[src/rtl/b64d_pkg.sv]
`default_nettype none
package b64d_pkg;

	typedef struct packed {
		logic [7:0] text_char;
		logic       final_char;
	} in_t;

	typedef struct packed {
		logic [7:0] data_byte;
		logic       group_end;
		logic       end_of_data;
		logic       bad_char;
	} out_t;

	// one closed group, handed from front to back
	typedef struct packed {
		logic [23:0] word;
		logic        last;
		logic        bad;
	} grp_t;

	typedef struct packed {
		logic       valid;
		logic [5:0] value;
	} sextet_t;

	localparam logic [1:0] FILL_FULL = 2'd3;
	localparam logic [1:0] LAST_BYTE = 2'd2;
	localparam logic [1:0] Q_DEPTH   = 2'd2;

	localparam logic [7:0] CH_UP_A = 8'h41;
	localparam logic [7:0] CH_UP_Z = 8'h5A;
	localparam logic [7:0] CH_LO_A = 8'h61;
	localparam logic [7:0] CH_LO_Z = 8'h7A;
	localparam logic [7:0] CH_D0   = 8'h30;
	localparam logic [7:0] CH_D9   = 8'h39;
	localparam logic [7:0] CH_DASH = 8'h2D;
	localparam logic [7:0] CH_USCR = 8'h5F;

	// map one URL-safe character to its six-bit value; anything else is zero, invalid
	function automatic sextet_t char_value(input logic [7:0] c);
		sextet_t r;
		logic [7:0] d;
		r.valid = 1'b1;
		r.value = 6'd0;
		d       = 8'd0;
		if (c >= CH_UP_A && c <= CH_UP_Z) begin
			d = c - CH_UP_A;
		end else if (c >= CH_LO_A && c <= CH_LO_Z) begin
			d = c - CH_LO_A + 8'd26;
		end else if (c >= CH_D0 && c <= CH_D9) begin
			d = c - CH_D0 + 8'd52;
		end else if (c == CH_DASH) begin
			d = 8'd62;
		end else if (c == CH_USCR) begin
			d = 8'd63;
		end else begin
			r.valid = 1'b0;
		end
		r.value = d[5:0];
		return r;
	endfunction

endpackage
`default_nettype wire

[src/rtl/base64url_stream_decoder_unit.sv]
// channel | direction | handshake            | payload
// in      | input     | in_valid / in_ready   | in_data  (text_char, final_char)
// out     | output    | out_valid / out_ready | out_data (data_byte, group_end,
//         |           |                       |           end_of_data, bad_char)
// One character is taken per cycle while the two-entry group queue has room.
// Each group closed by its fourth or final character leaves three bytes, one per
// cycle while out_ready is high, from the serializer register; the first is valid
// only once the group has passed the queue and been loaded into that register.
// Sustained input rate is bounded by three output bytes per closed group. Reset clears
// group fill, queue and serializer. Out stalls fill the queue, then drop in_ready.
`default_nettype none
module base64url_stream_decoder_unit (
	input  wire logic           clk,
	input  wire logic           arst_n,
	input  wire logic           in_valid,
	output logic                in_ready,
	input  wire b64d_pkg::in_t  in_data,
	output logic                out_valid,
	input  wire logic           out_ready,
	output b64d_pkg::out_t      out_data
);
	import b64d_pkg::*;

	logic q_full;
	logic push;
	grp_t push_grp;
	logic q_valid;
	logic pop;
	grp_t q_grp;

	b64d_front u_front (
		.clk      (clk),
		.arst_n   (arst_n),
		.in_valid (in_valid),
		.in_ready (in_ready),
		.in_data  (in_data),
		.q_full   (q_full),
		.push     (push),
		.push_grp (push_grp)
	);

	b64d_queue u_queue (
		.clk      (clk),
		.arst_n   (arst_n),
		.push     (push),
		.push_grp (push_grp),
		.full     (q_full),
		.q_valid  (q_valid),
		.pop      (pop),
		.q_grp    (q_grp)
	);

	b64d_back u_back (
		.clk       (clk),
		.arst_n    (arst_n),
		.q_valid   (q_valid),
		.q_grp     (q_grp),
		.pop       (pop),
		.out_valid (out_valid),
		.out_ready (out_ready),
		.out_data  (out_data)
	);

endmodule
`default_nettype wire

[src/rtl/b64d_front.sv]
`default_nettype none
module b64d_front (
	input  wire logic         clk,
	input  wire logic         arst_n,
	input  wire logic         in_valid,
	output logic              in_ready,
	input  wire b64d_pkg::in_t in_data,
	input  wire logic         q_full,
	output logic              push,
	output b64d_pkg::grp_t    push_grp
);
	import b64d_pkg::*;

	logic [17:0] sextets_q;
	logic [1:0]  fill_q;
	logic        bad_q;
	sextet_t     sx;
	logic        xfer;
	logic        close;
	logic        bad_now;

	assign sx       = char_value(in_data.text_char);
	assign in_ready = !q_full;
	assign xfer     = in_valid && in_ready;
	assign close    = (fill_q == FILL_FULL) || in_data.final_char;
	assign bad_now  = bad_q || !sx.valid;
	assign push     = xfer && close;

	// left-align the held values, zero-fill a short group
	always_comb begin
		push_grp.last = in_data.final_char;
		push_grp.bad  = bad_now;
		case (fill_q)
			2'd0:    push_grp.word = {sx.value, 18'd0};
			2'd1:    push_grp.word = {sextets_q[5:0], sx.value, 12'd0};
			2'd2:    push_grp.word = {sextets_q[11:0], sx.value, 6'd0};
			default: push_grp.word = {sextets_q, sx.value};
		endcase
	end

	always_ff @(posedge clk or negedge arst_n) begin
		if (!arst_n) begin
			sextets_q <= '0;
			fill_q    <= '0;
			bad_q     <= 1'b0;
		end else if (xfer) begin
			if (close) begin
				sextets_q <= '0;
				fill_q    <= '0;
				bad_q     <= 1'b0;
			end else begin
				sextets_q <= {sextets_q[11:0], sx.value};
				fill_q    <= fill_q + 2'd1;
				bad_q     <= bad_now;
			end
		end
	end

	a_close_empties: assert property (@(posedge clk) disable iff (!arst_n)
		push |=> (fill_q == 2'd0) && !bad_q)
		else $error("group state not cleared after close");

endmodule
`default_nettype wire

[src/rtl/b64d_queue.sv]
`default_nettype none
module b64d_queue (
	input  wire logic           clk,
	input  wire logic           arst_n,
	input  wire logic           push,
	input  wire b64d_pkg::grp_t push_grp,
	output logic                full,
	output logic                q_valid,
	input  wire logic           pop,
	output b64d_pkg::grp_t      q_grp
);
	import b64d_pkg::*;

	grp_t       ent_q [2];
	logic       wr_q;
	logic       rd_q;
	logic [1:0] cnt_q;

	assign full    = (cnt_q == Q_DEPTH);
	assign q_valid = (cnt_q != 2'd0);
	assign q_grp   = ent_q[rd_q];

	always_ff @(posedge clk) begin
		if (push) begin
			ent_q[wr_q] <= push_grp;
		end
	end

	always_ff @(posedge clk or negedge arst_n) begin
		if (!arst_n) begin
			wr_q  <= 1'b0;
			rd_q  <= 1'b0;
			cnt_q <= '0;
		end else begin
			if (push) begin
				wr_q <= !wr_q;
			end
			if (pop) begin
				rd_q <= !rd_q;
			end
			case ({push, pop})
				2'b10:   cnt_q <= cnt_q + 2'd1;
				2'b01:   cnt_q <= cnt_q - 2'd1;
				default: cnt_q <= cnt_q;
			endcase
		end
	end

	a_no_overrun: assert property (@(posedge clk) disable iff (!arst_n)
		!(push && full) && !(pop && !q_valid))
		else $error("queue overrun or underrun");

endmodule
`default_nettype wire

[src/rtl/b64d_back.sv]
`default_nettype none
module b64d_back (
	input  wire logic           clk,
	input  wire logic           arst_n,
	input  wire logic           q_valid,
	input  wire b64d_pkg::grp_t q_grp,
	output logic                pop,
	output logic                out_valid,
	input  wire logic           out_ready,
	output b64d_pkg::out_t      out_data
);
	import b64d_pkg::*;

	grp_t       grp_q;
	logic       busy_q;
	logic [1:0] idx_q;
	logic       xfer;
	logic       at_last;

	assign xfer      = busy_q && out_ready;
	assign at_last   = (idx_q == LAST_BYTE);
	assign pop       = q_valid && (!busy_q || (xfer && at_last));
	assign out_valid = busy_q;

	always_comb begin
		case (idx_q)
			2'd0:    out_data.data_byte = grp_q.word[23:16];
			2'd1:    out_data.data_byte = grp_q.word[15:8];
			default: out_data.data_byte = grp_q.word[7:0];
		endcase
		out_data.group_end   = at_last;
		out_data.end_of_data = at_last && grp_q.last;
		out_data.bad_char    = grp_q.bad;
	end

	always_ff @(posedge clk) begin
		if (pop) begin
			grp_q <= q_grp;
		end
	end

	always_ff @(posedge clk or negedge arst_n) begin
		if (!arst_n) begin
			busy_q <= 1'b0;
			idx_q  <= '0;
		end else if (pop) begin
			busy_q <= 1'b1;
			idx_q  <= '0;
		end else if (xfer) begin
			if (at_last) begin
				busy_q <= 1'b0;
				idx_q  <= '0;
			end else begin
				idx_q <= idx_q + 2'd1;
			end
		end
	end

	a_idx_range: assert property (@(posedge clk) disable iff (!arst_n)
		idx_q != 2'd3)
		else $error("byte index out of range");

	a_byte_advance: assert property (@(posedge clk) disable iff (!arst_n)
		xfer && !at_last |=> busy_q && (idx_q == $past(idx_q) + 2'd1))
		else $error("byte index did not advance after transfer");

	a_end_on_third: assert property (@(posedge clk) disable iff (!arst_n)
		out_valid && out_data.end_of_data |-> out_data.group_end)
		else $error("end of data off the third byte");

endmodule
`default_nettype wire

[config.mk]
export PLATFORM = sky130hd
export DESIGN_NAME = base64url_stream_decoder_unit
export DESIGN_NICKNAME = d
export VERILOG_FILES = /design/src/rtl/b64d_pkg.sv /design/src/rtl/base64url_stream_decoder_unit.sv /design/src/rtl/b64d_front.sv /design/src/rtl/b64d_queue.sv /design/src/rtl/b64d_back.sv
export SDC_FILE = /design/constraint.sdc
export NUM_CORES = 1
export LEC_CHECK = 0
export BUFFER_PORTS_ARGS = -buffer_cell sky130_fd_sc_hd__buf_2
export CORE_MARGIN = 5
export CORE_UTILIZATION = 40
export DETAILED_ROUTE_END_ITERATION = 10
export GPL_TIMING_DRIVEN = 0
export PLACE_DENSITY = 0.62
export SLEW_MARGIN = 20
export SYNTH_ARGS = -nofsm -noshare
export SYNTH_HDL_FRONTEND = slang
export SYNTH_SLANG_ARGS = --single-unit
[constraint.sdc]
create_clock -name clk -period 3 [get_ports clk]
set_input_delay 0.3 -clock clk [delete_from_list [all_inputs] [get_ports clk]]
set_output_delay 0.3 -clock clk [all_outputs]
set_load 0.1 [all_outputs]
; After elaboration in Yosys (flattened, before gate mapping)
; Memories as Yosys holds them, arrays and structs flattened. A register that Yosys moved wholly into a read port is not among the register bits.
; Cells that the tools add are included.
[word_totals]
regBits = 28
mem_bits_rw = 52
inputBits = 13
out_inout_bits = 13
mem_count = 1
[classes]
addsub = 9
n_lt_le_gt_ge = 6
eq_ne = 10
mux = 24
n_reduce_logical = 24
[memory_table]
columns = memory, words, word_bits, read_ports, rd_ports_with_merged_regs, wr, line_no
row1 = u_queue.ent_q, 2, 26, 1, 1, 1, b64d_queue.sv:14  ; grp_t ent_q [2];
[ops]
columns = operator, count
row1 = $pmux 24 s3, 1
row2 = $mux 6, 5
row3 = $mux 18, 1
row4 = $ge 8x7->1 const B, 2
row5 = $le 8x7->1 const B, 2
row6 = $pmux 8 s2, 1
row7 = $sub 6x6->6 const B, 2
row8 = $mux 1, 11
row9 = $eq 2x2->1 const B, 5
row10 = $logic_and 1x1->1, 9
row11 = $eq 8x6->1 const B, 1
row12 = $eq 8x7->1 const B, 1
row13 = $ge 8x6->1 const B, 1
row14 = $le 8x6->1 const B, 1
row15 = $mux 2, 4
row16 = $reduce_bool 2->1, 4
row17 = $add 2x1->2 const B, 3
row18 = $add 6x5->6 const B, 1
row19 = $add 6x6->6 const B, 1
row20 = $eq 2x1->1 const B, 3
row21 = $sub 6x1->6 const B, 1
row22 = $logic_not 1->1, 5
row23 = $logic_not 2->1, 2
row24 = $pmux 2 s2, 1
row25 = 3 further kinds, 5

; Logic depth before layout (Yosys ltp)
[depth]
ltp_word = 9
ltp_mapped = 8

; Cells and area by module
; Synthesis repeated with hierarchy kept, for this count alone.
[unflattened]
hier_cells = 377
area_unflattened_um2 = 5233.8
[by_module_without_submodules]
columns = mod, instances, cells_per_inst, area_per_inst_um2
row1 = b64d_queue, 1, 97, 2163.3
row2 = b64d_front, 1, 210, 1930.6
row3 = b64d_back, 1, 70, 1139.8

; Worst setup path after synthesis
; No wires, ideal clock.
[synth_path]
path_kind = flip-flop to output port
from = reg u_back.idx_q[0]
to = out out_data[10] (netlist name)
arrival_ps = 2992
t_required_ps = 2700
slack_ps = -292
stages_incl_launch_ff = 4
path_cell_list = dfrtp_1 clkbuf_1 mux2i_1 o21ai_0
[synth_lines]
columns = item, line_no
row1 = start: declaration, b64d_back.sv:16  ; logic [1:0] idx_q;
row2 = start signal: assignment, b64d_back.sv:54  ; idx_q <= idx_q + 2'd1;
row3 = end: declaration, base64url_stream_decoder_unit.sv:20  ; output b64d_pkg::out_t out_data

==> metrics <==
status finished clean; worst-path cell chain buf_2 -> inv_1 -> ha_1 -> a21oi_1 -> nor3b_2 -> nor4b_4 -> o21ai_0 -> a22o_1 -> o21ai_0; fill count 1058; period utilization 86.06%; Worst Max-Slew Pin Slew 950.3 ps; Worst Path Buf+Inv 2; Peak Freq 0.3873 GHz; port bufs 24; Die Span X 120.9 µm; RD Place Congestion 0.8256; CTS tree done; worst endpoint required time 3100 ps; Post-synth ARST share 26.42%; Tot Pwr 5.104 mW; post-synthesis cell type count 53; Final HPWL DP 6.805 mm; Main synth FF type edfxtp_1; layout net count 430; H-tree depth 3; first-pass GRT wire length 15.32 mm; Max-slew headroom 36.16%; floorplan row count 40; Setup-failing EPs final 0; WL final 9.358 mm; root buf cell clkbuf_16; cell mode on critical path o21ai_0; CTS max path bufs 2; Area Growth Syn to Fin 14.57%; final hold vios 0; cts repair resizes 0; sequential fraction of the synthesis area 61.82%; die height 120.9 µm; synthesized area 0.004922 mm²; initial antenna violation count 0; Clk Latency, worst-skew pair 330 ps; Post-Syn Nets 391; drt first-iter violations 176; Worst Setup End Kind flop; IO Pins 26; # diodes 0; worst slack, placed 14.16 ps; Die Area 0.01462 mm²; largest net degree at the start of global routing 29; Detailed Routing Iterations Pass 1 4; EDFF count, synth 78; Total Routing Usage GR 13.37%; RSZ-0062 raised after global routing no; fin. max-slew vios 0; number of global-route vias before repair 2922; Crit-path slowest cell nor4b_4; Setup TNS 0 ps; worst-path fanout max 10; max cap viols 0; clock skew 5.338 ps; share of cells above drive strength 1 21.32%; flops & latches, synth 106; HP Class in -> reg; Peak VDD IR 0.3409 mV; yosys warns 0; crit start category primary input; Num CTS Buffers 9; total global routing overflow 0; Core Area 0.01206 mm²; minimum clock period 2582 ps; post-layout util 46.75%; critical path's top delay family compound AO/OA/AOI/OAI gates; Power Density 905.0 mW/mm²; mean area per synthesized cell 13.52 µm²; Clock Pin Slew Worst Setup and Hold Paths 70 ps; Crit path largest cell delay 540 ps; DR vias 2933; post-CTS setup buffers 0; Starting Density 40.81%; clk sinks 106; Leak 2.132 nW; crit path DAT 2680 ps; Synth Instances 364; Worst Setup Slack, final 418.3 ps; drt wl/cell 16.25 µm; DRC 0; worst hold slack 205.5 ps; ANT nets after route 0; hold_buf cts 1; via/cell ratio 5.092; Crit Path Class in -> reg
[routing by layer]
metal  up-vias  share of wire [%]  track usage (%)
met2        55                 50            21.67
met5         -                  0                0
met4         0                1.2            4.674
met1      1417                 46            18.09
li1       1455                  -                -
met3         6                2.7            2.424
[report_power, final]
| part | internal [mW] | switching (mW) |
|---|---|---|
| registers | 1.93 | 0.126 |
| clock network | 0.576 | 0.526 |
| logic | 0.568 | 1.38 |
[kinds of logic after synthesis]
group	after synthesis	share of synthesized area, %
fa+ha+maj	14	3.559
compound gates	92	14.06
simple gates	76	8.465
xor+xnor	7	1.246
flops	106	61.82
buf+inv	32	2.618
mux	37	8.236
[worst paths after layout]
path,from,to,slack (ps),cells past startpoint
max,in_data[3],u_queue.ent_q[0][15],420,9
min,in_data[0],u_queue.ent_q[0][1],210,1
max reg2reg,u_front.fill_q[0],u_front.sextets_q[16],610,5
min reg2reg,u_front.sextets_q[15],u_front.sextets_q[15],520,1
max in group asynchronous,arst_n,u_front.sextets_q[8],2070,2
min in group asynchronous,arst_n,u_front.bad_q,520,2
[registers in the layout, summed over array words and instances, names as in the netlist]
signal             count
u_back.grp_q          25
u_queue.rd_q           1
u_back.out_valid       1
u_queue.ent_q         52
u_front.fill_q         2
u_queue.cnt_q          2
u_back.idx_q           2
u_front.sextets_q     18
u_front.bad_q          1
u_back.out_data        1
u_queue.wr_q           1
[synthesized netlist by cell type (3+ instances only)]
master / n / area, µm²
mux2_2: 28 / 315.3
mux2i_1: 9 / 90.09
nand2_1: 28 / 105.1
and2_1: 4 / 25.02
clkbuf_1: 14 / 52.55
nand2b_1: 7 / 43.79
a21boi_0: 3 / 22.52
ha_1: 14 / 175.2
nor2b_1: 6 / 37.54
a2bb2oi_1: 4 / 35.03
nor3_1: 3 / 15.01
dfrtp_1: 28 / 700.7
o211ai_1: 3 / 22.52
o21ai_0: 22 / 110.1
a221oi_1: 5 / 43.79
nor2_1: 10 / 37.54
edfxtp_1: 78 / 2342
inv_1: 12 / 45.04
a21oi_1: 6 / 30.03
xnor2_1: 5 / 43.79
a21o_1: 5 / 37.54
a22oi_1: 3 / 22.52
a22o_1: 27 / 236.5
[per-stage QoR]
step | instance area, µm² | cells
floorplan | 4926 | 364
global placement | 5256 | 556
detailed placement | 5346 | 559
CTS | 5639 | 576
global route | 5639 | 576
finish | 5639 | 576
[layout make-up]
class                      count  area, µm²  area share (%)
buffer                        19      80.08           1.420
clock buffer                   9      225.2           3.994
clock inverter                 7      57.56           1.021
inverter                      13      48.80          0.8653
multi-input combinational    226       1777           31.51
sequential                   106       3043           53.96
tap                          168      210.2           3.728
timing repair buffer          28      197.7           3.506
[placed cells by master (no fill, tap or decap), types with 3 or more instances in the layout]
| cell type | n |
|---|---|
| nor3_1 | 3 |
| clkbuf_1 | 14 |
| ha_1 | 14 |
| a2bb2oi_1 | 4 |
| xnor2_1 | 5 |
| a21oi_1 | 5 |
| nand2b_1 | 7 |
| o21ai_0 | 14 |
| and2_1 | 4 |
| a22o_1 | 27 |
| o211ai_1 | 3 |
| buf_2 | 25 |
| nor2b_1 | 6 |
| edfxtp_1 | 78 |
| clkbuf_16 | 9 |
| nor2_1 | 8 |
| nand2_1 | 28 |
| mux2i_1 | 9 |
| a21o_1 | 5 |
| inv_6 | 4 |
| a22oi_1 | 3 |
| a21boi_0 | 3 |
| mux2_2 | 28 |
| dfrtp_1 | 28 |
| a221oi_1 | 5 |
| inv_1 | 12 |
| o21ai_1 | 8 |
(Power assumes the default switching activity.)
